--- src/hdl/i2r_pkg.sv ---
// shared types, codes and constant tables for the integer to roman numeral converter
// microcode word layout, control/status structs between sequencer and datapath
// no dependencies
package i2r_pkg;

   // accepted value range
   localparam int unsigned MIN_VALUE = 1;
   localparam int unsigned MAX_VALUE = 3999;

   typedef logic [11:0] value_type;
   typedef logic [13:0] wide_type;
   typedef logic [7:0]  char_type;
   typedef logic [3:0]  digit_type;
   typedef logic [1:0]  place_type;
   typedef logic [5:0]  step_type;
   typedef logic [2:0]  op_type;
   typedef logic [1:0]  sym_type;

   // micro-operations
   localparam op_type OP_WAIT  = 3'd0;
   localparam op_type OP_SPLIT = 3'd1;
   localparam op_type OP_EMIT  = 3'd2;
   localparam op_type OP_SKIP  = 3'd3;
   localparam op_type OP_ERR   = 3'd4;

   // symbol roles within one decimal place
   localparam sym_type SYM_ONE  = 2'd0;
   localparam sym_type SYM_FIVE = 2'd1;
   localparam sym_type SYM_TEN  = 2'd2;

   // fixed program addresses, digit patterns start at STEP_PAT + 4 * digit
   localparam step_type STEP_WAIT  = 6'd0;
   localparam step_type STEP_SPLIT = 6'd1;
   localparam step_type STEP_ERR   = 6'd2;
   localparam step_type STEP_PAT   = 6'd8;

   localparam place_type PLACE_TOP = 2'd3;

   localparam char_type CH_M = 8'h4D;
   localparam char_type CH_D = 8'h44;
   localparam char_type CH_C = 8'h43;
   localparam char_type CH_L = 8'h4C;
   localparam char_type CH_X = 8'h58;
   localparam char_type CH_V = 8'h56;
   localparam char_type CH_I = 8'h49;
   localparam char_type CASE_BIT = 8'h20;

   typedef struct packed {
      op_type  op;
      sym_type sym;
      logic    fin;
   } ucode_type;

   localparam ucode_type UC_WAIT   = '{op: OP_WAIT,  sym: SYM_ONE,  fin: 1'b0};
   localparam ucode_type UC_SPLIT  = '{op: OP_SPLIT, sym: SYM_ONE,  fin: 1'b0};
   localparam ucode_type UC_ERR    = '{op: OP_ERR,   sym: SYM_ONE,  fin: 1'b1};
   localparam ucode_type UC_SKIP   = '{op: OP_SKIP,  sym: SYM_ONE,  fin: 1'b1};
   localparam ucode_type UC_ONE    = '{op: OP_EMIT,  sym: SYM_ONE,  fin: 1'b0};
   localparam ucode_type UC_ONE_F  = '{op: OP_EMIT,  sym: SYM_ONE,  fin: 1'b1};
   localparam ucode_type UC_FIVE   = '{op: OP_EMIT,  sym: SYM_FIVE, fin: 1'b0};
   localparam ucode_type UC_FIVE_F = '{op: OP_EMIT,  sym: SYM_FIVE, fin: 1'b1};
   localparam ucode_type UC_TEN_F  = '{op: OP_EMIT,  sym: SYM_TEN,  fin: 1'b1};

   typedef struct packed {
      logic    load;
      logic    split;
      logic    emit;
      logic    emit_err;
      logic    next_place;
      sym_type sym;
      logic    fin;
   } ctl_type;

   typedef struct packed {
      logic      out_free;
      logic      done;
      logic      in_range;
      digit_type digit;
   } sts_type;

   function automatic logic value_in_range(input value_type v);
      return (32'(v) >= MIN_VALUE) && (32'(v) <= MAX_VALUE);
   endfunction

   // k times the weight of the given decimal place
   function automatic wide_type threshold(input place_type p, input digit_type k);
      wide_type scale;
      unique case (p)
         2'd3:    scale = 14'd1000;
         2'd2:    scale = 14'd100;
         2'd1:    scale = 14'd10;
         default: scale = 14'd1;
      endcase
      return 14'(32'(k) * 32'(scale));
   endfunction

   function automatic char_type letter(input place_type p, input sym_type s);
      char_type ch;
      unique case ({p, s})
         {2'd0, SYM_ONE}:  ch = CH_I;
         {2'd0, SYM_FIVE}: ch = CH_V;
         {2'd0, SYM_TEN}:  ch = CH_X;
         {2'd1, SYM_ONE}:  ch = CH_X;
         {2'd1, SYM_FIVE}: ch = CH_L;
         {2'd1, SYM_TEN}:  ch = CH_C;
         {2'd2, SYM_ONE}:  ch = CH_C;
         {2'd2, SYM_FIVE}: ch = CH_D;
         {2'd2, SYM_TEN}:  ch = CH_M;
         default:          ch = CH_M;
      endcase
      return ch;
   endfunction

endpackage

--- src/hdl/i2r_req_if.sv ---
// request channel: value and case choice with valid/ready handshake
// depends on i2r_pkg
interface i2r_req_if import i2r_pkg::*; ();
   logic      valid;
   logic      ready;
   value_type value;
   logic      lower_case;

   modport source(output valid, value, lower_case, input ready);
   modport sink(input valid, value, lower_case, output ready);
endinterface

--- src/hdl/i2r_rsp_if.sv ---
// result channel: one numeral character per result beat, with last and error flags
// depends on i2r_pkg
interface i2r_rsp_if import i2r_pkg::*; ();
   logic     valid;
   logic     ready;
   char_type character;
   logic     last;
   logic     range_error;

   modport source(output valid, character, last, range_error, input ready);
   modport sink(input valid, character, last, range_error, output ready);
endinterface

--- src/hdl/integer_to_roman_numeral.sv ---
// integer to roman numeral converter, one ascii letter per result beat
// a request is accepted in the wait step, then each decimal place, from the thousands down,
// takes a split step plus one emit step per letter (a skip step for a zero digit), stopping
// once the remainder is zero; an out-of-range value goes to the error step, which gives a single
// result; emit and error steps wait for a free output register, so output stalls hold them
// synchronous active-high reset returns the sequencer to idle and drops the output valid
module integer_to_roman_numeral import i2r_pkg::*; (
   input logic       clock,
   input logic       reset,
   i2r_req_if.sink   req_chan,
   i2r_rsp_if.source rsp_chan
);

   ctl_type  ctl;
   sts_type  sts;
   step_type step;

   i2r_seq u_seq (
      .clock     (clock),
      .reset     (reset),
      .req_valid (req_chan.valid),
      .req_ready (req_chan.ready),
      .sts       (sts),
      .ctl       (ctl),
      .step      (step)
   );

   i2r_dpath u_dpath (
      .clock           (clock),
      .reset           (reset),
      .ctl             (ctl),
      .sts             (sts),
      .req_value       (req_chan.value),
      .req_lower_case  (req_chan.lower_case),
      .rsp_ready       (rsp_chan.ready),
      .rsp_valid       (rsp_chan.valid),
      .rsp_character   (rsp_chan.character),
      .rsp_last        (rsp_chan.last),
      .rsp_range_error (rsp_chan.range_error)
   );

   // an out-of-range request goes straight to the error step
   a_err_jump: assert property (@(posedge clock) disable iff (reset)
      (req_chan.valid && req_chan.ready && !sts.in_range) |=> (step == STEP_ERR))
      else $error("out-of-range request did not reach the error step");

   // error results are a single zero beat marked last
   a_err_beat: assert property (@(posedge clock) disable iff (reset)
      (rsp_chan.valid && rsp_chan.range_error) |->
      (rsp_chan.last && (rsp_chan.character == '0)))
      else $error("malformed error result");

   // letters are always in the upper or lower case ascii letter blocks
   a_letter: assert property (@(posedge clock) disable iff (reset)
      (rsp_chan.valid && !rsp_chan.range_error) |->
      ((rsp_chan.character[7:5] == 3'b010) || (rsp_chan.character[7:5] == 3'b011)))
      else $error("result character is not a letter");

   // no emission can happen while the sequencer waits for a request
   a_idle_quiet: assert property (@(posedge clock) disable iff (reset)
      (step == STEP_WAIT) |-> !(ctl.emit || ctl.emit_err || ctl.split))
      else $error("datapath activity while idle");

endmodule

--- src/hdl/i2r_ucode_rom.sv ---
// microprogram store: control steps and the per-digit letter patterns
// depends on i2r_pkg
module i2r_ucode_rom import i2r_pkg::*; (
   input  step_type  addr,
   output ucode_type word
);

   always_comb begin
      case (addr)
         STEP_WAIT:  word = UC_WAIT;
         STEP_SPLIT: word = UC_SPLIT;
         STEP_ERR:   word = UC_ERR;
         // digit 0: nothing to emit
         6'd8:  word = UC_SKIP;
         // digit 1
         6'd12: word = UC_ONE_F;
         // digit 2
         6'd16: word = UC_ONE;
         6'd17: word = UC_ONE_F;
         // digit 3
         6'd20: word = UC_ONE;
         6'd21: word = UC_ONE;
         6'd22: word = UC_ONE_F;
         // digit 4
         6'd24: word = UC_ONE;
         6'd25: word = UC_FIVE_F;
         // digit 5
         6'd28: word = UC_FIVE_F;
         // digit 6
         6'd32: word = UC_FIVE;
         6'd33: word = UC_ONE_F;
         // digit 7
         6'd36: word = UC_FIVE;
         6'd37: word = UC_ONE;
         6'd38: word = UC_ONE_F;
         // digit 8
         6'd40: word = UC_FIVE;
         6'd41: word = UC_ONE;
         6'd42: word = UC_ONE;
         6'd43: word = UC_ONE_F;
         // digit 9
         6'd44: word = UC_ONE;
         6'd45: word = UC_TEN_F;
         default: word = UC_WAIT;
      endcase
   end

endmodule

--- src/hdl/i2r_seq.sv ---
// microcode sequencer: step counter, program store and conditional jumps
// depends on i2r_pkg and i2r_ucode_rom
module i2r_seq import i2r_pkg::*; (
   input  logic     clock,
   input  logic     reset,
   input  logic     req_valid,
   output logic     req_ready,
   input  sts_type  sts,
   output ctl_type  ctl,
   output step_type step
);

   step_type  step_ff;
   step_type  step_in;
   ucode_type word;

   i2r_ucode_rom u_rom (
      .addr (step_ff),
      .word (word)
   );

   always_comb begin
      ctl       = '0;
      ctl.sym   = word.sym;
      ctl.fin   = word.fin;
      req_ready = 1'b0;
      step_in   = step_ff;
      unique case (word.op)
         OP_WAIT: begin
            req_ready = 1'b1;
            if (req_valid) begin
               ctl.load = 1'b1;
               step_in  = sts.in_range ? STEP_SPLIT : STEP_ERR;
            end
         end
         OP_SPLIT: begin
            ctl.split = 1'b1;
            // jump into the pattern of the digit just taken off
            step_in   = STEP_PAT + {sts.digit, 2'b00};
         end
         OP_EMIT: begin
            if (sts.out_free) begin
               ctl.emit = 1'b1;
               if (word.fin) begin
                  ctl.next_place = 1'b1;
                  step_in        = sts.done ? STEP_WAIT : STEP_SPLIT;
               end else begin
                  step_in = step_ff + 6'd1;
               end
            end
         end
         OP_SKIP: begin
            ctl.next_place = 1'b1;
            step_in        = sts.done ? STEP_WAIT : STEP_SPLIT;
         end
         OP_ERR: begin
            if (sts.out_free) begin
               ctl.emit_err = 1'b1;
               step_in      = STEP_WAIT;
            end
         end
         default: step_in = STEP_WAIT;
      endcase
   end

   always_ff @(posedge clock) begin
      if (reset) begin
         step_ff <= STEP_WAIT;
      end else begin
         step_ff <= step_in;
      end
   end

   assign step = step_ff;

endmodule

--- src/hdl/i2r_dpath.sv ---
// datapath: remainder and place registers, digit split unit, letter lookup, output register
// depends on i2r_pkg
module i2r_dpath import i2r_pkg::*; (
   input  logic      clock,
   input  logic      reset,
   input  ctl_type   ctl,
   output sts_type   sts,
   input  value_type req_value,
   input  logic      req_lower_case,
   input  logic      rsp_ready,
   output logic      rsp_valid,
   output char_type  rsp_character,
   output logic      rsp_last,
   output logic      rsp_range_error
);

   value_type rem_ff, rem_in;
   place_type place_ff, place_in;
   logic      lower_ff, lower_in;
   logic      valid_ff, valid_in;
   char_type  char_ff, char_in;
   logic      last_ff, last_in;
   logic      err_ff, err_in;

   digit_type split_digit;
   wide_type  split_sub;
   logic      out_free;
   logic      req_in_range;

   // largest k with k * weight not above the remainder
   always_comb begin
      split_digit = '0;
      split_sub   = '0;
      for (int k = 1; k <= 9; k++) begin
         if ({2'b00, rem_ff} >= threshold(place_ff, 4'(k))) begin
            split_digit = 4'(k);
            split_sub   = threshold(place_ff, 4'(k));
         end
      end
   end

   assign req_in_range = value_in_range(req_value);
   assign out_free     = !valid_ff || rsp_ready;

   assign sts.out_free = out_free;
   assign sts.done     = (rem_ff == '0);
   assign sts.in_range = req_in_range;
   assign sts.digit    = split_digit;

   always_comb begin
      rem_in   = rem_ff;
      place_in = place_ff;
      lower_in = lower_ff;
      if (ctl.load) begin
         rem_in   = req_in_range ? req_value : '0;
         place_in = PLACE_TOP;
         lower_in = req_lower_case;
      end else begin
         if (ctl.split) begin
            rem_in = rem_ff - split_sub[11:0];
         end
         if (ctl.next_place) begin
            place_in = place_ff - 2'd1;
         end
      end
   end

   always_comb begin
      valid_in = valid_ff && !rsp_ready;
      char_in  = char_ff;
      last_in  = last_ff;
      err_in   = err_ff;
      if (ctl.emit) begin
         valid_in = 1'b1;
         char_in  = letter(place_ff, ctl.sym) | (lower_ff ? CASE_BIT : '0);
         // final letter once no lower place has anything left
         last_in  = ctl.fin && (rem_ff == '0);
         err_in   = 1'b0;
      end else if (ctl.emit_err) begin
         valid_in = 1'b1;
         char_in  = '0;
         last_in  = 1'b1;
         err_in   = 1'b1;
      end
   end

   always_ff @(posedge clock) begin
      if (reset) begin
         valid_ff <= 1'b0;
      end else begin
         valid_ff <= valid_in;
      end
   end

   always_ff @(posedge clock) begin
      rem_ff   <= rem_in;
      place_ff <= place_in;
      lower_ff <= lower_in;
      char_ff  <= char_in;
      last_ff  <= last_in;
      err_ff   <= err_in;
   end

   assign rsp_valid       = valid_ff;
   assign rsp_character   = char_ff;
   assign rsp_last        = last_ff;
   assign rsp_range_error = err_ff;

endmodule
--- src/flat_wrapper.sv ---
// flat-port wrapper written by rule: the top's interface ports become plain ports
module integer_to_roman_numeral_flat import i2r_pkg::*;
  (clock, reset, req_chan_valid, req_chan_value, req_chan_lower_case, req_chan_ready, rsp_chan_valid, rsp_chan_character, rsp_chan_last, rsp_chan_range_error, rsp_chan_ready);
  i2r_req_if req_chan_i ();
  i2r_rsp_if rsp_chan_i ();
  input logic clock;
  input logic reset;
  input wire logic [$bits(req_chan_i.valid)-1:0] req_chan_valid;
  input wire logic [$bits(req_chan_i.value)-1:0] req_chan_value;
  input wire logic [$bits(req_chan_i.lower_case)-1:0] req_chan_lower_case;
  output wire logic [$bits(req_chan_i.ready)-1:0] req_chan_ready;
  output wire logic [$bits(rsp_chan_i.valid)-1:0] rsp_chan_valid;
  output wire logic [$bits(rsp_chan_i.character)-1:0] rsp_chan_character;
  output wire logic [$bits(rsp_chan_i.last)-1:0] rsp_chan_last;
  output wire logic [$bits(rsp_chan_i.range_error)-1:0] rsp_chan_range_error;
  input wire logic [$bits(rsp_chan_i.ready)-1:0] rsp_chan_ready;
  assign req_chan_i.valid = req_chan_valid;
  assign req_chan_i.value = req_chan_value;
  assign req_chan_i.lower_case = req_chan_lower_case;
  assign req_chan_ready = req_chan_i.ready;
  assign rsp_chan_valid = rsp_chan_i.valid;
  assign rsp_chan_character = rsp_chan_i.character;
  assign rsp_chan_last = rsp_chan_i.last;
  assign rsp_chan_range_error = rsp_chan_i.range_error;
  assign rsp_chan_i.ready = rsp_chan_ready;
  integer_to_roman_numeral u_core (.clock(clock), .reset(reset), .req_chan(req_chan_i), .rsp_chan(rsp_chan_i));
endmodule
--- config.mk ---
export PLATFORM = sky130hd
export DESIGN_NAME = integer_to_roman_numeral_flat
export DESIGN_NICKNAME = d
export VERILOG_FILES = /design/src/hdl/i2r_pkg.sv /design/src/hdl/i2r_req_if.sv /design/src/hdl/i2r_rsp_if.sv /design/src/hdl/integer_to_roman_numeral.sv /design/src/hdl/i2r_ucode_rom.sv /design/src/hdl/i2r_seq.sv /design/src/hdl/i2r_dpath.sv /design/src/flat_wrapper.sv
export SDC_FILE = /design/constraint.sdc
export NUM_CORES = 1
export LEC_CHECK = 0
export BUFFER_PORTS_ARGS = -buffer_cell sky130_fd_sc_hd__buf_2
export CAP_MARGIN = 20
export CORE_MARGIN = 3
export CORE_UTILIZATION = 35
export DETAILED_ROUTE_END_ITERATION = 10
export HOLD_SLACK_MARGIN = 0.12
export PLACE_DENSITY = 0.48
export SETUP_SLACK_MARGIN = 0.1
export SYNTH_ARGS = -nofsm -noshare
export SYNTH_HDL_FRONTEND = slang
export SYNTH_SLANG_ARGS = --single-unit
export TNS_END_PERCENT = 100
--- constraint.sdc ---
create_clock -name clock -period 7.8 [get_ports clock]
set_clock_uncertainty 0.2 [all_clocks]
set_input_delay 0.39 -clock clock [delete_from_list [all_inputs] [get_ports clock]]
set_output_delay 0.39 -clock clock [all_outputs]
set_load 0.02 [all_outputs]
# == Word level (Yosys, flattened, before mapping) ==
# Memory sizes are Yosys's and may differ from the RTL's. A register that Yosys moved wholly into a read port is not among the register bits.
# Cells that the tools add are included.
# op_classes
addsub,4
multipliers,10
n_div,0
order_cmp,11
eq_ne,10
n_shift,0
n_mux,54
bitwise_logic,1
reduce_logical,11
# ops
operator,count
$mux 12,10
$ge 12x14->1,5
$mux 14,5
$mux 6,7
$mux 4,8
$pmux 10 s3,1
$pmux 6 s5,1
$mul 3x14->12 const A,2
$mul 3x10->13 const A,2
$mul 2x10->12 const A,2
$mux 8,3
$mux 1,15
$mul 2x14->11 const A,1
$mul 2x14->12 const A,1
$mul 4x10->14 const A,1
$mul 4x14->12 const A,1
$ge 12x13->1,1
$ge 12x1->1 const B,1
$ge 12x10->1,1
$ge 12x11->1,1
$ge 12x12->1,1
$le 12x12->1 const B,1
$logic_not 12->1,1
$sub 12x12->12,1
other kinds (20),28
# word_totals
regBits,32
latchBits,0
mem_bits_rw,0
mem_bits_ro,464
input_bits,17
n_memories,2
# mem_list
memory,words,word_bits,read_ports,rd_ports_with_merged_regs,write_ports,line,rtl
(name not given),64,6,1,1,0,i2r_ucode_rom.sv:9,case (addr)
(name not given),16,5,1,0,0,i2r_pkg.sv:99,"unique case ({p, s})"

# == Logic depth before layout (Yosys ltp) ==
# logic_depth
ltp_word,16
depth_mapped,32

# == Modules after synthesis ==
# A second synthesis with hierarchy kept.
# unflattened
hier_cells,678
hier_area_um2,5341.4
# by_module_without_submodules
mod,instances,cells_each,area_per_inst_um2
i2r_dpath,1,572,4588.2
i2r_seq,1,65,494.2
i2r_ucode_rom,1,41,259.0

# == Worst setup path after synthesis ==
# No wires, ideal clock.
# synth_path
kind,flip-flop to flip-flop
start,register u_core.u_dpath.place_ff[0]
end,"register u_core.u_dpath.rem_ff[11], data pin"
setup_time_ns,0.158
arrival_ns,6.490
t_required_ns,7.442
slack_ns,0.953
path_stages_with_launch,33
path_buffers,3
synth_period_minus_slack_ns,6.847
path_cell_list,dfxtp_1 -> clkbuf_1 -> inv_1 -> ha_1 -> buf_2 -> o21bai_2 -> buf_6 -> clkinv_4 -> ha_1 -> nor3_1 -> a2111oi_0 -> a21oi_1 -> ha_1 -> nand3_1 -> nor2_1 -> nand2_1 -> o211ai_1 -> nor2_1 -> a211oi_1 -> o31ai_1 -> a22o_1 -> inv_1 -> ha_1 -> nor2b_1 -> o21ai_0 -> a21oi_1 -> o21ai_0 -> nand2b_1 -> a21o_1 -> a41o_1 -> o41a_1 -> or4b_1 -> o211ai_1
# synth_via
elab_chain_cells,15
word_cells_on_any_way,40
cone_classes,add/sub: 1; mul: 10; order compare: 9; eq/ne: 3; mux: 17
# synth_rtl
element,line,rtl
start: declaration,i2r_dpath.sv:18,"place_type place_ff, place_in;"
start signal: assignment,i2r_dpath.sv:97,place_ff <= place_in;
$eq 2x1->1 / $eq 2x2->1 (equally long branches),i2r_pkg.sv:88,unique case (p)
$pmux 10 s3 (*),i2r_pkg.sv:88,
"parallel branches: the longest is 9 deep, another holds $ge 12x14->1",-,
$mux 12 (*),i2r_dpath.sv:35,"if ({2'b00, rem_ff} >= threshold(place_ff, 4'(k))) begin"
$sub 12x12->12 (*),i2r_dpath.sv:60,rem_in = rem_ff - split_sub[11:0];
$mux 12 (*),i2r_dpath.sv:59,if (ctl.split) begin
$mux 12 (*),i2r_dpath.sv:54,if (ctl.load) begin
named net u_core.u_dpath.rem_in[11],i2r_dpath.sv:17,"value_type rem_ff, rem_in;"
end signal: assignment,i2r_dpath.sv:96,rem_ff <= rem_in;
end: declaration,i2r_dpath.sv:17,
# Mark *: on every way through the listed nets, which the timed path passes. The select of a mux whose other input is x is not followed.
# A chain may end at the register's enable or synchronous reset.

# == Worst setup path after layout ==
# layout_path
start,register u_core.u_dpath.place_ff[0]
end,"register u_core.u_dpath.rem_ff[10], data pin"
# The elaborated chain is that of the path after synthesis.

==> summary.md <==
| Metric | Value |
|---|---|
| Status | `finished, final reports clean` |
| Vias | `~5.6k` |
| Die ar. | `between 15000 and 20000 sq um` |
| Final Critical Period | `between 7000 and 8000 ps` |
| Post-route ant nets | `0` |
| Total Routing Usage GR | `0.219` |
| GR Util met3 | `0.0322` |
| Placement Setup Slack | `691 ps` |
| CP Launch Type | `flop` |
| Sequential-to-total area share from yosys stat | `0.173` |
| N_diodes | `0` |
| Post-synth top flop | `edfxtp_1` |
| RD Place Congestion | `between 0.9 and 1` |
| Syn Inst Count | `around 700` |
| Initial core utilization | `0.360` |
| Fillers | `between 1.5k and 2k` |
| Clk Latency, worst-skew pair | `290 ps` |
| Max-Slew Margin vs Limit | `0.409` |
| GRT met2 Usage | `0.350` |
| Clock buffer count from CTS | `5` |
| Core area | `about 15000 sq um` |
| I/O Buffers | `27` |
| Top Usage Layer GRT | `met2` |
| Fmax | `about 140 MHz` |
| Critical path capture point type | `flop` |
| Worst path required time | `around 7700 ps` |
| Worst-path fanout max | `18` |
| Leak pwr | `roughly 2.6 nW` |
| Num ports | `29` |
| CTS tree | `yes` |
| H-tree lvl count | `2` |
| Avg Cell Area, Syn | `about 8 sq um` |
| Via-to-Cell Ratio | `just under 6` |
| WP data arrival | `approximately 7000 ps` |
| Least-Margin Pin Slew | `876 ps` |
| Area grow syn2layout | `10.6%` |
| Final worst-path cycle share | `0.898` |
| Setup violators final | `0` |
| Slew Limit Fails | `0` |
| MaxCap Viol Count | `0` |
| Grt total ovfl | `0` |
| FF+latch count, synth | `37` |
| First-pass GRT wire length | `just over 30 mm` |
| Die H | `roughly 130 um` |
| Antenna violations before repair | `0` |
| Iteration-0 DRC count of the detailed router | `between 400 and 500` |
| Met1 usage | `0.297` |
| Clock buffer depth | `2` |
| CP peak stage delay | `a little under 600 ps` |
| Crit-path most repeated cell | `o21ai_0` |
| Post-synth top area share | `0.212` |
| Post-synth EDFFs | `21` |
| CTS Root Cell | `clkbuf_16` |
| WL/cell | `20.6 um` |
| Layout Nets | `~830` |
| Post-DP HPWL | `~15 mm` |
| Maximum VDD drop | `about 0.31 mV` |
| Floorplan row count | `between 40 and 50` |
| HP Class | `in2reg` |
| Unique masters post-synth | `between 80 and 90` |
| Largest area contributor in the netlist | `ha_1` |
| Most frequent cell after synthesis | `ha_1` |
| Mapped cell area | `between 5000 and 6000 sq um` |
| Top cells by area, synth | `ha_1 (21%), edfxtp_1 (11%), dfxtp_1 (5.8%), o21ai_0 (4.5%), nand2_1 (4.4%)` |
| Post-synth ARST share | `0` |
| Post-Syn Nets | `805` |
| Clock transition at the registers of the reported paths | `approximately 60 ps` |
| Routed WL | `between 15 and 20 mm` |
| Critical path's slowest cell | `fa_1` |
| YS warnings | `0` |
| Die width | `roughly 130 um` |
| Setup ws final | `between 700 and 800 ps` |
| Drt pass-1 iters | `5` |
| DRC viols | `0` |
| Vias in the first global route | `5547` |
| Hold Fails Final Rpt | `0` |
| RSZ-0062 raised after global routing | `false` |
| Largest net degree at the start of global routing | `22` |
| Share of cells above drive strength 1 | `0.113` |
| Power Density | `around 530 nW/um^2` |
| Crit Path Category | `reg2reg` |
| Top post-synthesis cells by count | `ha_1 (93), nand2_1 (65), nor2_1 (62), o21ai_0 (49), a21oi_1 (43)` |
| Post-route setup TNS | `0 ps` |
| CTS sink cnt | `37` |
## report_power, final
group	switching [mW]	internal, mW	total (mW)
combinational	1.49	1.01	2.50
clock	0.0841	0.119	0.204
sequential	0.165	0.334	0.499
total	1.74	1.47	3.21
## sequential cells by signal, indices dropped and copies added (netlist names)
register and cells:
u_core.u_seq.u_rom.word 6, u_core.u_dpath.rsp_character 7, u_core.u_dpath.lower_ff 1, u_core.u_dpath.rsp_valid 1
u_core.u_dpath.rsp_last 1, u_core.u_dpath.rem_ff 12, u_core.u_seq.step 6, u_core.u_dpath.place_ff 2
u_core.u_dpath.rsp_range_error 1
## layer usage
layer / up-vias / wire length [um]
li1: 2689 / -
met1: 2628 / 8660
met2: 191 / 8560
met3: 56 / 1220
met4: 0 / 783
met5: - / 0
## critical path: cells and delay by family, from the launching register on
family / cells / cell delay [ps]
DFF: 1 / 500
and+or+nand+nor: 2 / 380
buffers and inverters: 4 / 730
adders and majority gates: 4 / 1580
AOI/OAI and AO/OA: 17 / 3370
## layout make-up
class / instances / area [sq um] / area share
Inverter: 37 / 144 / 0.0237
Clock inverter: 1 / 8.76 / 0.00144
Clock buffer: 7 / 133 / 0.0218
Tap cell: 211 / 264 / 0.0435
Sequential cell: 37 / 952 / 0.157
Multi-Input combinational cell: 592 / 4270 / 0.703
Timing Repair Buffer: 49 / 300 / 0.0495
## what timing repair did
| action | 4_1_cts | 5_1_grt |
|---|---|---|
| gates resized for setup | 0 | 3 |
| buffers inserted | 0 | 0 |
| hold buffers | 1 | 0 |
| endpoints found under the hold margin | 1 | 0 |
| setup endpoints to repair | 0 | 1 |
## logic make-up (layout without fill, tap and decap cells)
logic type,count (synthesis),after routing,synth area share
DFF,37,37,0.173
xor gates and xnor gates,16,16,0.0280
other,1,1,0.000683
adders and majority gates,97,97,0.223
AOI/OAI and AO/OA,228,228,0.294
and+or+nand+nor,244,244,0.220
muxes,6,6,0.0112
buffers and inverters,64,94,0.0497
## through the flow
stage	hold WS (ps)	total power [mW]	util	std cells	instance area, sq um
6_report	219	3.21	0.398	934	6070
5_1_grt	231	3.54	0.398	934	6070
4_1_cts	212	3.17	0.397	933	6060
3_5_place_dp	307	2.95	0.387	924	5910
3_3_place_gp	278	2.94	0.387	923	5900
2_1_floorplan	289	2.28	-	693	5490
## cell usage in the layout, fill, tap and decap left out, drive strengths merged, types with 4 or more instances in the layout
master | netlist | final
and2 | 6 | 6
edfxtp | 21 | 21
a31oi | 14 | 14
a22oi | 4 | 4
a221oi | 6 | 6
ha | 93 | 93
and3 | 9 | 9
o31ai | 9 | 9
nand4 | 8 | 8
nand2 | 65 | 65
nand3 | 19 | 19
xnor2 | 13 | 13
or2 | 5 | 5
dfxtp | 16 | 16
a211o | 5 | 5
a211oi | 10 | 10
inv | 34 | 34
clkbuf | 17 | 8
clkinv | 3 | 4
o211ai | 12 | 12
a21boi | 5 | 5
o21bai | 5 | 5
o22ai | 6 | 6
a21o | 9 | 9
mux2i | 5 | 5
nor2 | 64 | 64
nor2b | 12 | 12
o32ai | 5 | 5
o21ai | 51 | 51
o221ai | 4 | 4
nand2b | 8 | 8
a21oi | 44 | 44
a311oi | 5 | 5
o21a | 4 | 4
a2111oi | 5 | 5
nor4 | 11 | 11
buf | 10 | 47
nor3 | 23 | 23
## path summary, 6_finish.rpt
check	startpoint	end	slack, ps	depth (start not counted)
max	u_core.u_dpath.place_ff[0]	u_core.u_dpath.rem_ff[10]	790	27
min	reset	u_core.u_seq.step[2]	220	2
max reg2reg	u_core.u_dpath.place_ff[0]	u_core.u_dpath.rem_ff[10]	790	27
min reg2reg	u_core.u_dpath.rsp_range_error	u_core.u_dpath.rsp_range_error	320	2
No activity file was read; power rests on OpenSTA's default activity.
